===== config.mk =====
export PLATFORM = sky130hd
export DESIGN_NAME = linear_array_deque
export DESIGN_NICKNAME = d
export VERILOG_FILES = /design/src/hdl/lad_pkg.sv /design/src/hdl/linear_array_deque.sv
export SDC_FILE = /design/constraint.sdc
export NUM_CORES = 1
export LEC_CHECK = 0
export ABC_AREA = 1
export ABC_CLOCK_PERIOD_IN_PS = 6050
export CAP_MARGIN = 20
export CORE_ASPECT_RATIO = 1.75
export CORE_MARGIN = 2
export CORE_UTILIZATION = 50
export CTS_CLUSTER_SIZE = 16
export DETAILED_ROUTE_END_ITERATION = 8
export DONT_BUFFER_PORTS = 1
export GPL_TIMING_DRIVEN = 0
export PLACE_DENSITY = 0.75
export SETUP_SLACK_MARGIN = 0.02
export SYNTH_ARGS = -nofsm -noshare
export SYNTH_HDL_FRONTEND = slang
export SYNTH_SLANG_ARGS = --single-unit

===== constraint.sdc =====
create_clock -name clock -period 6.05 [get_ports clock]
set_input_delay 1.21 -clock clock [delete_from_list [all_inputs] [get_ports clock]]
set_output_delay 1.21 -clock clock [all_outputs]
set_load 0.005 [all_outputs]

===== src/hdl/lad_pkg.sv =====
`default_nettype none

package lad_pkg;

   // Request kinds carried in req_tuser
   typedef enum logic [1:0] {
      KIND_PUSH_REAR  = 2'd0,
      KIND_PUSH_FRONT = 2'd1,
      KIND_POP_FRONT  = 2'd2,
      KIND_POP_REAR   = 2'd3
   } kind_type;

   // Response status codes carried in rsp_tuser
   localparam logic [1:0] STATUS_OK         = 2'd0;
   localparam logic [1:0] STATUS_FULL_REAR  = 2'd1;
   localparam logic [1:0] STATUS_FULL_FRONT = 2'd2;
   localparam logic [1:0] STATUS_EMPTY      = 2'd3;

   // Field widths
   localparam int unsigned KIND_W  = 2;
   localparam int unsigned VALUE_W = 32;
   localparam int unsigned CAP_W   = 5;
   localparam int unsigned RSP_W   = 104;

   localparam logic [CAP_W-1:0] CAPACITY_RESET = 5'd16;

   // Sequencer states
   typedef enum logic {
      ST_IDLE   = 1'b0,
      ST_LOOKUP = 1'b1
   } state_type;

endpackage

`default_nettype wire


===== src/hdl/linear_array_deque.sv =====
`default_nettype none

// Double-ended queue kept in a linear (non-circular) slot memory of DEPTH
// entries. Push-rear appends after the last element and fails with status
// "full at rear" once the rear index reaches capacity minus one; push-front
// only reuses slots freed by earlier front pops and fails with "full at front"
// otherwise; pops on an empty queue return status "empty". Each request gives
// exactly one response with the popped element and the first and last
// elements left in the queue. The first and last elements are cached in
// registers, so a request needs at most one registered read of the slot
// memory. No request is taken before the last response is posted, but one
// is taken while that response is being accepted. The user must write the
// capacity register (reset 16, clamped to 1..DEPTH) via csr_wr_en / csr_wr_data
// only while no request is in flight; the block does not enforce this. Slots
// hold DATA_WIDTH bits and are sign-extended to 32 bits on the way out.
module linear_array_deque #(
   parameter int unsigned DEPTH      = 16,
   parameter int unsigned DATA_WIDTH = 32
) (
   input  wire logic                             clock,
   input  wire logic                             reset,
   // request channel
   input  wire logic                             req_tvalid,
   output logic                                  req_tready,
   input  wire logic [lad_pkg::VALUE_W-1:0]      req_tdata,  // [31:0] value
   input  wire logic [lad_pkg::KIND_W-1:0]       req_tuser,  // [1:0] kind
   // response channel
   output logic                                  rsp_tvalid,
   input  wire logic                             rsp_tready,
   // [31:0] popped, [32] is_empty, [64:33] front_value, [96:65] rear_value,
   // [103:97] zero
   output logic [lad_pkg::RSP_W-1:0]             rsp_tdata,
   output logic [1:0]                            rsp_tuser,  // [1:0] status
   // capacity register
   input  wire logic                             csr_wr_en,
   input  wire logic [lad_pkg::CAP_W-1:0]        csr_wr_data
);

   localparam int unsigned AW = (DEPTH > 1) ? $clog2(DEPTH) : 1;
   localparam int unsigned IW = AW + 1;

   // Convert between the 32-bit request field and a stored slot
   function automatic logic [DATA_WIDTH-1:0] to_slot(input logic [31:0] v);
      logic signed [63:0] e;
      e = 64'(signed'(v));
      return e[DATA_WIDTH-1:0];
   endfunction

   function automatic logic [31:0] from_slot(input logic [DATA_WIDTH-1:0] d);
      logic signed [63:0] e;
      e = 64'(signed'(d));
      return e[31:0];
   endfunction

   // Control and payload registers
   lad_pkg::state_type          state_ff, state_in;
   logic signed [IW-1:0]        head_ff, head_in;
   logic signed [IW-1:0]        tail_ff, tail_in;
   logic [DATA_WIDTH-1:0]       front_ff, front_in;
   logic [DATA_WIDTH-1:0]       rear_ff, rear_in;
   logic                        load_front_ff, load_front_in;
   logic                        load_rear_ff, load_rear_in;
   logic                        rsp_valid_ff, rsp_valid_in;
   logic [1:0]                  status_ff, status_in;
   logic [31:0]                 popped_ff, popped_in;
   logic [lad_pkg::CAP_W-1:0]   capacity_ff;

   // Slot memory
   logic [DATA_WIDTH-1:0]       slots_mem [DEPTH];
   logic [DATA_WIDTH-1:0]       mem_rdata_ff;
   logic                        mem_we;
   logic [AW-1:0]               mem_waddr;
   logic [DATA_WIDTH-1:0]       mem_wdata;
   logic                        mem_re;
   logic [AW-1:0]               mem_raddr;

   logic                        req_fire;
   logic                        was_empty;
   logic signed [IW-1:0]        cap_last;
   logic signed [IW-1:0]        head_up;
   logic signed [IW-1:0]        head_up2;
   logic signed [IW-1:0]        tail_up;
   logic signed [IW-1:0]        tail_dn;
   lad_pkg::kind_type           kind;

   assign req_tready = (state_ff == lad_pkg::ST_IDLE) && (!rsp_valid_ff || rsp_tready);
   assign req_fire   = req_tvalid && req_tready;
   assign kind       = lad_pkg::kind_type'(req_tuser);
   assign was_empty  = (head_ff == tail_ff);
   assign head_up    = head_ff + IW'(1);
   assign head_up2   = head_ff + IW'(2);
   assign tail_up    = tail_ff + IW'(1);
   assign tail_dn    = tail_ff - IW'(1);

   // Last usable slot index from the clamped capacity
   always_comb begin
      if (capacity_ff == '0) begin
         cap_last = '0;
      end else if (32'(capacity_ff) > 32'(DEPTH)) begin
         cap_last = IW'(DEPTH - 1);
      end else begin
         cap_last = IW'(32'(capacity_ff) - 32'd1);
      end
   end

   // Next state and datapath control
   always_comb begin
      state_in      = state_ff;
      head_in       = head_ff;
      tail_in       = tail_ff;
      front_in      = front_ff;
      rear_in       = rear_ff;
      load_front_in = load_front_ff;
      load_rear_in  = load_rear_ff;
      rsp_valid_in  = rsp_valid_ff && !rsp_tready;
      status_in     = status_ff;
      popped_in     = popped_ff;
      mem_we        = 1'b0;
      mem_waddr     = '0;
      mem_wdata     = to_slot(req_tdata);
      mem_re        = 1'b0;
      mem_raddr     = '0;

      unique case (state_ff)
         lad_pkg::ST_IDLE: begin
            if (req_fire) begin
               state_in      = lad_pkg::ST_LOOKUP;
               load_front_in = 1'b0;
               load_rear_in  = 1'b0;
               status_in     = lad_pkg::STATUS_OK;
               popped_in     = '0;
               unique case (kind)
                  lad_pkg::KIND_PUSH_REAR: begin
                     if (tail_ff >= cap_last) begin
                        status_in = lad_pkg::STATUS_FULL_REAR;
                     end else begin
                        tail_in   = tail_up;
                        mem_we    = 1'b1;
                        mem_waddr = tail_up[AW-1:0];
                        rear_in   = to_slot(req_tdata);
                        if (was_empty) begin
                           front_in = to_slot(req_tdata);
                        end
                     end
                  end
                  lad_pkg::KIND_PUSH_FRONT: begin
                     if (head_ff < 0) begin
                        status_in = lad_pkg::STATUS_FULL_FRONT;
                     end else begin
                        head_in   = head_ff - IW'(1);
                        mem_we    = 1'b1;
                        mem_waddr = head_ff[AW-1:0];
                        front_in  = to_slot(req_tdata);
                        if (was_empty) begin
                           rear_in = to_slot(req_tdata);
                        end
                     end
                  end
                  lad_pkg::KIND_POP_FRONT: begin
                     if (was_empty) begin
                        status_in = lad_pkg::STATUS_EMPTY;
                     end else begin
                        head_in   = head_up;
                        popped_in = from_slot(front_ff);
                        // fetch the new first element unless the queue drains
                        if (head_up != tail_ff) begin
                           mem_re        = 1'b1;
                           mem_raddr     = head_up2[AW-1:0];
                           load_front_in = 1'b1;
                        end
                     end
                  end
                  lad_pkg::KIND_POP_REAR: begin
                     if (was_empty) begin
                        status_in = lad_pkg::STATUS_EMPTY;
                     end else begin
                        tail_in   = tail_dn;
                        popped_in = from_slot(rear_ff);
                        // fetch the new last element unless the queue drains
                        if (head_ff != tail_dn) begin
                           mem_re       = 1'b1;
                           mem_raddr    = tail_dn[AW-1:0];
                           load_rear_in = 1'b1;
                        end
                     end
                  end
               endcase
            end
         end
         lad_pkg::ST_LOOKUP: begin
            // take the fetched element into the cache and post the response
            if (load_front_ff) begin
               front_in = mem_rdata_ff;
            end
            if (load_rear_ff) begin
               rear_in = mem_rdata_ff;
            end
            rsp_valid_in = 1'b1;
            state_in     = lad_pkg::ST_IDLE;
         end
      endcase
   end

   // Control registers
   always_ff @(posedge clock) begin
      if (reset) begin
         state_ff      <= lad_pkg::ST_IDLE;
         head_ff       <= '1;
         tail_ff       <= '1;
         load_front_ff <= 1'b0;
         load_rear_ff  <= 1'b0;
         rsp_valid_ff  <= 1'b0;
         capacity_ff   <= lad_pkg::CAPACITY_RESET;
      end else begin
         state_ff      <= state_in;
         head_ff       <= head_in;
         tail_ff       <= tail_in;
         load_front_ff <= load_front_in;
         load_rear_ff  <= load_rear_in;
         rsp_valid_ff  <= rsp_valid_in;
         if (csr_wr_en) begin
            capacity_ff <= csr_wr_data;
         end
      end
   end

   // Payload registers
   always_ff @(posedge clock) begin
      front_ff  <= front_in;
      rear_ff   <= rear_in;
      status_ff <= status_in;
      popped_ff <= popped_in;
   end

   // Slot memory write and registered read
   always_ff @(posedge clock) begin
      if (mem_we) begin
         slots_mem[mem_waddr] <= mem_wdata;
      end
      if (mem_re) begin
         mem_rdata_ff <= slots_mem[mem_raddr];
      end
   end

   // Drive the response channel
   logic [31:0] front_out;
   logic [31:0] rear_out;

   assign front_out  = was_empty ? 32'd0 : from_slot(front_ff);
   assign rear_out   = was_empty ? 32'd0 : from_slot(rear_ff);
   assign rsp_tvalid = rsp_valid_ff;
   assign rsp_tuser  = status_ff;
   assign rsp_tdata  = {7'd0, rear_out, front_out, was_empty, popped_ff};

`ifndef SYNTHESIS
   a_order: assert property (@(posedge clock) disable iff (reset)
      head_ff <= tail_ff)
      else $error("head index passed tail index");

   a_lookup: assert property (@(posedge clock) disable iff (reset)
      req_fire |=> (state_ff == lad_pkg::ST_LOOKUP) && !rsp_valid_ff)
      else $error("accepted request did not enter lookup");

   a_post: assert property (@(posedge clock) disable iff (reset)
      (state_ff == lad_pkg::ST_LOOKUP) |=> rsp_valid_ff)
      else $error("lookup did not post a response");

   a_empty: assert property (@(posedge clock) disable iff (reset)
      rsp_valid_ff && (status_ff == lad_pkg::STATUS_EMPTY) |-> was_empty)
      else $error("empty status on a non-empty queue");

   a_one_load: assert property (@(posedge clock) disable iff (reset)
      !(load_front_ff && load_rear_ff))
      else $error("both cached ends scheduled for reload");
`endif

endmodule

`default_nettype wire

==> impl_metrics.json <==
{
  "crit_family": "buffers and inverters",
  "clk_latency_ns": 0.61,
  "p_per_area_mw_per_mm2": 305,
  "hp-start": "capacity_ff[4]",
  "viasPerCell": 5.75,
  "p_total_w": 0.00999,
  "crit_buf_inv": 6,
  "wl_per_cell_um": 23.0,
  "track_usage_pct": 26.8,
  "ys_warn_count": 0,
  "synth_top_family_by_area": "simple AND/OR/NAND/NOR gates",
  "final_common_cell": "edfxtp_1",
  "cpPeakStageDelay_ns": 0.71,
  "hold_buffers": 0,
  "slew_viol_final": 0,
  "die_area_mm2": 0.0609,
  "finalSetupTns_ns": 0,
  "path_cells": "inv_1, a21oi_2, nand2_1, inv_2, clkbuf_1, clkbuf_2, buf_12, nand3_1, nor2_4, buf_16",
  "nets": 2861,
  "fmax_mhz": 232,
  "use_met2_pct": 49.7,
  "cellLeakagePower_nw": 13.0,
  "p_comb_share_pct": 11.7,
  "ant_nets": 0,
  "core-area_mm2": 0.0581,
  "relSlewSlack_pct": 36.8,
  "clkTransAtPathRegs_ns": 0.07,
  "area_growth_pct": 11.4,
  "busiest_layer": "met2",
  "vias": 20796,
  "sequentialPowerShare_pct": 52.0,
  "io-pin-count": 152,
  "critPathSlowestCell": "nor2_4",
  "drive_above_1_share_pct": 8.37,
  "ir_worst_vdd_uv": 228,
  "ys_seq_area_share_pct": 66.8,
  "r2r_slack_ns": 1.79,
  "ys_types": 38,
  "first_iter_violations": 2269,
  "finalSetupViolCount": 0,
  "yosys.area_share.adder_pct": 0.596,
  "post-route-period-util_pct": 71.2,
  "antenna_found_initial": 0,
  "hold_class": "flop to flop",
  "switching_share_pct": 25.1,
  "startpoint": "rsp_tready",
  "r2r-start": "state_ff",
  "required_ns": 6.35,
  "mostFrequentLayoutCells": "edfxtp_1, nand3_1, nand2_1",
  "synthMuxAreaShare_pct": 0,
  "grt_max_degree": 40,
  "finalHoldViolations": 0,
  "ctsResizeCount": 0,
  "grt_overflow": 0,
  "remaining_drc_errors": 0,
  "end_kind": "flop",
  "dp_hpwl_um": 58700,
  "synth_xor_area_share_pct": 0.208,
  "start_util_pct": 50.6,
  "maxCapViolCount": 0,
  "switching_power_w": 0.00251,
  "cts_htree_levels": 2,
  "seq_area_mm2": 0.0197,
  "row_count": 117,
  "grt_pass1_vias": 21239,
  "io_buffers": 0,
  "multi_input_area_mm2": 0.00747,
  "die_w_um": 187,
  "cp.arrival_ns": 4.61,
  "worstSetupPathType": "primary input to flop",
  "cp-start-kind": "primary input",
  "root_buffer": "clkbuf_16",
  "cts_made_buffers": 53,
  "post_cts_buffers": 0,
  "syn-instance-count": 2722,
  "status": "completed",
  "min_period_ns": 4.31,
  "syn_area_per_cell_um2": 10.8,
  "clock-sinks": 661,
  "rsz0062_at_grt": "false",
  "clock-skew-final_ns": 0.0113,
  "routed_wl_um": 83100,
  "gr-usage-met3_pct": 5.06,
  "cts.path.max_buffers": 3,
  "syn_area_mm2": 0.0294,
  "tightest_slew_ns": 0.948,
  "cp_max_fo": 39,
  "grt_pass1_wl_um": 122000,
  "synth_seq_cells": 661,
  "p_int_w": 0.00748,
  "fp.dieH_um": 325,
  "synth-compound-area-share_pct": 1.61,
  "met1_usage_pct": 26.5,
  "cts_tree": "built",
  "clkPwrFrac_pct": 36.3,
  "diodes": 0,
  "synthSimpleGateAreaFrac_pct": 22.5,
  "first_pass_iters": 6,
  "fillers": 4629,
  "place.gp.congestion": 0.929
}
-- power by group through the flow --
| stage | Combinational [W] | Clock [W] | Sequential [W] |
|---|---|---|---|
| global placement | 0.00107 | 0 | 0.00530 |
| CTS | 0.00115 | 0.00364 | 0.00520 |
| detailed placement | 0.00114 | 0 | 0.00530 |
| finish | 0.00117 | 0.00362 | 0.00519 |
| global route | 0.00125 | 0.00381 | 0.00520 |
| floorplan | 0.000729 | 0 | 0.00529 |
-- synthesized netlist by cell type, drive strengths merged --
| cell | instances | area share (%) |
|---|---|---|
| o21ai | 51 | 0.87 |
| a211oi | 1 | 0.026 |
| o211ai | 4 | 0.10 |
| conb | 1 | 0.013 |
| nor3 | 1 | 0.017 |
| o311ai | 1 | 0.030 |
| nand3 | 580 | 9.9 |
| a221oi | 1 | 0.030 |
| clkbuf | 50 | 0.64 |
| nand2 | 470 | 6.0 |
| ha | 14 | 0.60 |
| nand4 | 3 | 0.064 |
| edfxtp | 642 | 66 |
| xnor2 | 3 | 0.089 |
| nand3b | 192 | 4.9 |
| nor2 | 106 | 1.4 |
| dfxtp | 19 | 1.3 |
| a21o | 1 | 0.026 |
| buf | 116 | 2.1 |
| xor2 | 4 | 0.12 |
| a21oi | 17 | 0.30 |
| o31ai | 1 | 0.026 |
| inv | 432 | 5.5 |
| o2111ai | 1 | 0.030 |
| or2 | 3 | 0.064 |
| o22ai | 8 | 0.17 |
-- final cells by class --
class                   count  area share, %
plain buffers             166           2.49
clock buffers              66           4.26
clock inverters            31           1.18
inverters                 432           4.95
multi-input cells        1469           22.8
flip-flops and latches    661           60.0
well taps                 773           2.95
repair buffers             20           1.36
-- logic make-up (layout without fill, tap and decap cells) --
| logic type | Yosys count | after routing |
|---|---|---|
| xor+xnor | 7 | 7 |
| flops | 661 | 661 |
| compound gates | 86 | 86 |
| other cells | 1 | 7 |
| buf+inv | 598 | 715 |
| simple gates | 1355 | 1355 |
| fa+ha+maj | 14 | 14 |
-- tightest hold or removal path, cell delays in order, from the launching register on --
cell	delay (ns)
dfxtp_1	0.34
nand2_1	0.07
nand3_1	0.06
-- flip-flops by register name, indices dropped and copies added (netlist names) --
name and flops:
slots_mem 512, mem_rdata_ff 32, rsp_tvalid 1, head_ff 5, capacity_ff 5, front_ff 32, state_ff 1, load_front_ff 1
load_rear_ff 1, popped_ff 32, tail_ff 5, rear_ff 32, rsp_tuser 2
-- path summary, 6_finish.rpt --
kind                                          to  cells after the start
worst max-delay path            slots_mem[5][21]                     10
worst min-delay path              capacity_ff[4]                      2
worst max register to register  slots_mem[5][21]                     10
worst min register to register    capacity_ff[4]                      2
-- per-stage QoR --
stage	utilization [%]	hold slack, ns	instances	setup slack (ns)	instance area, um2
after detailed placement	53.3	0.511	3521	1.24	31000
after CTS	56.4	0.521	3618	1.77	32800
final	56.4	0.517	3618	1.74	32800
after floorplan	-	0.473	2728	0.791	29400
after global placement	52.3	0.495	3501	-1.83	30400
after global routing	56.4	0.555	3618	1.60	32800
-- routing by layer --
layer  vias up  wire length [um]
met4         0              6260
met2      1256             43800
met3       336              6960
met5         -                 0
li1       9339                 -
met1      9865             26100
Note: power is estimated with default switching activity, not from simulation.
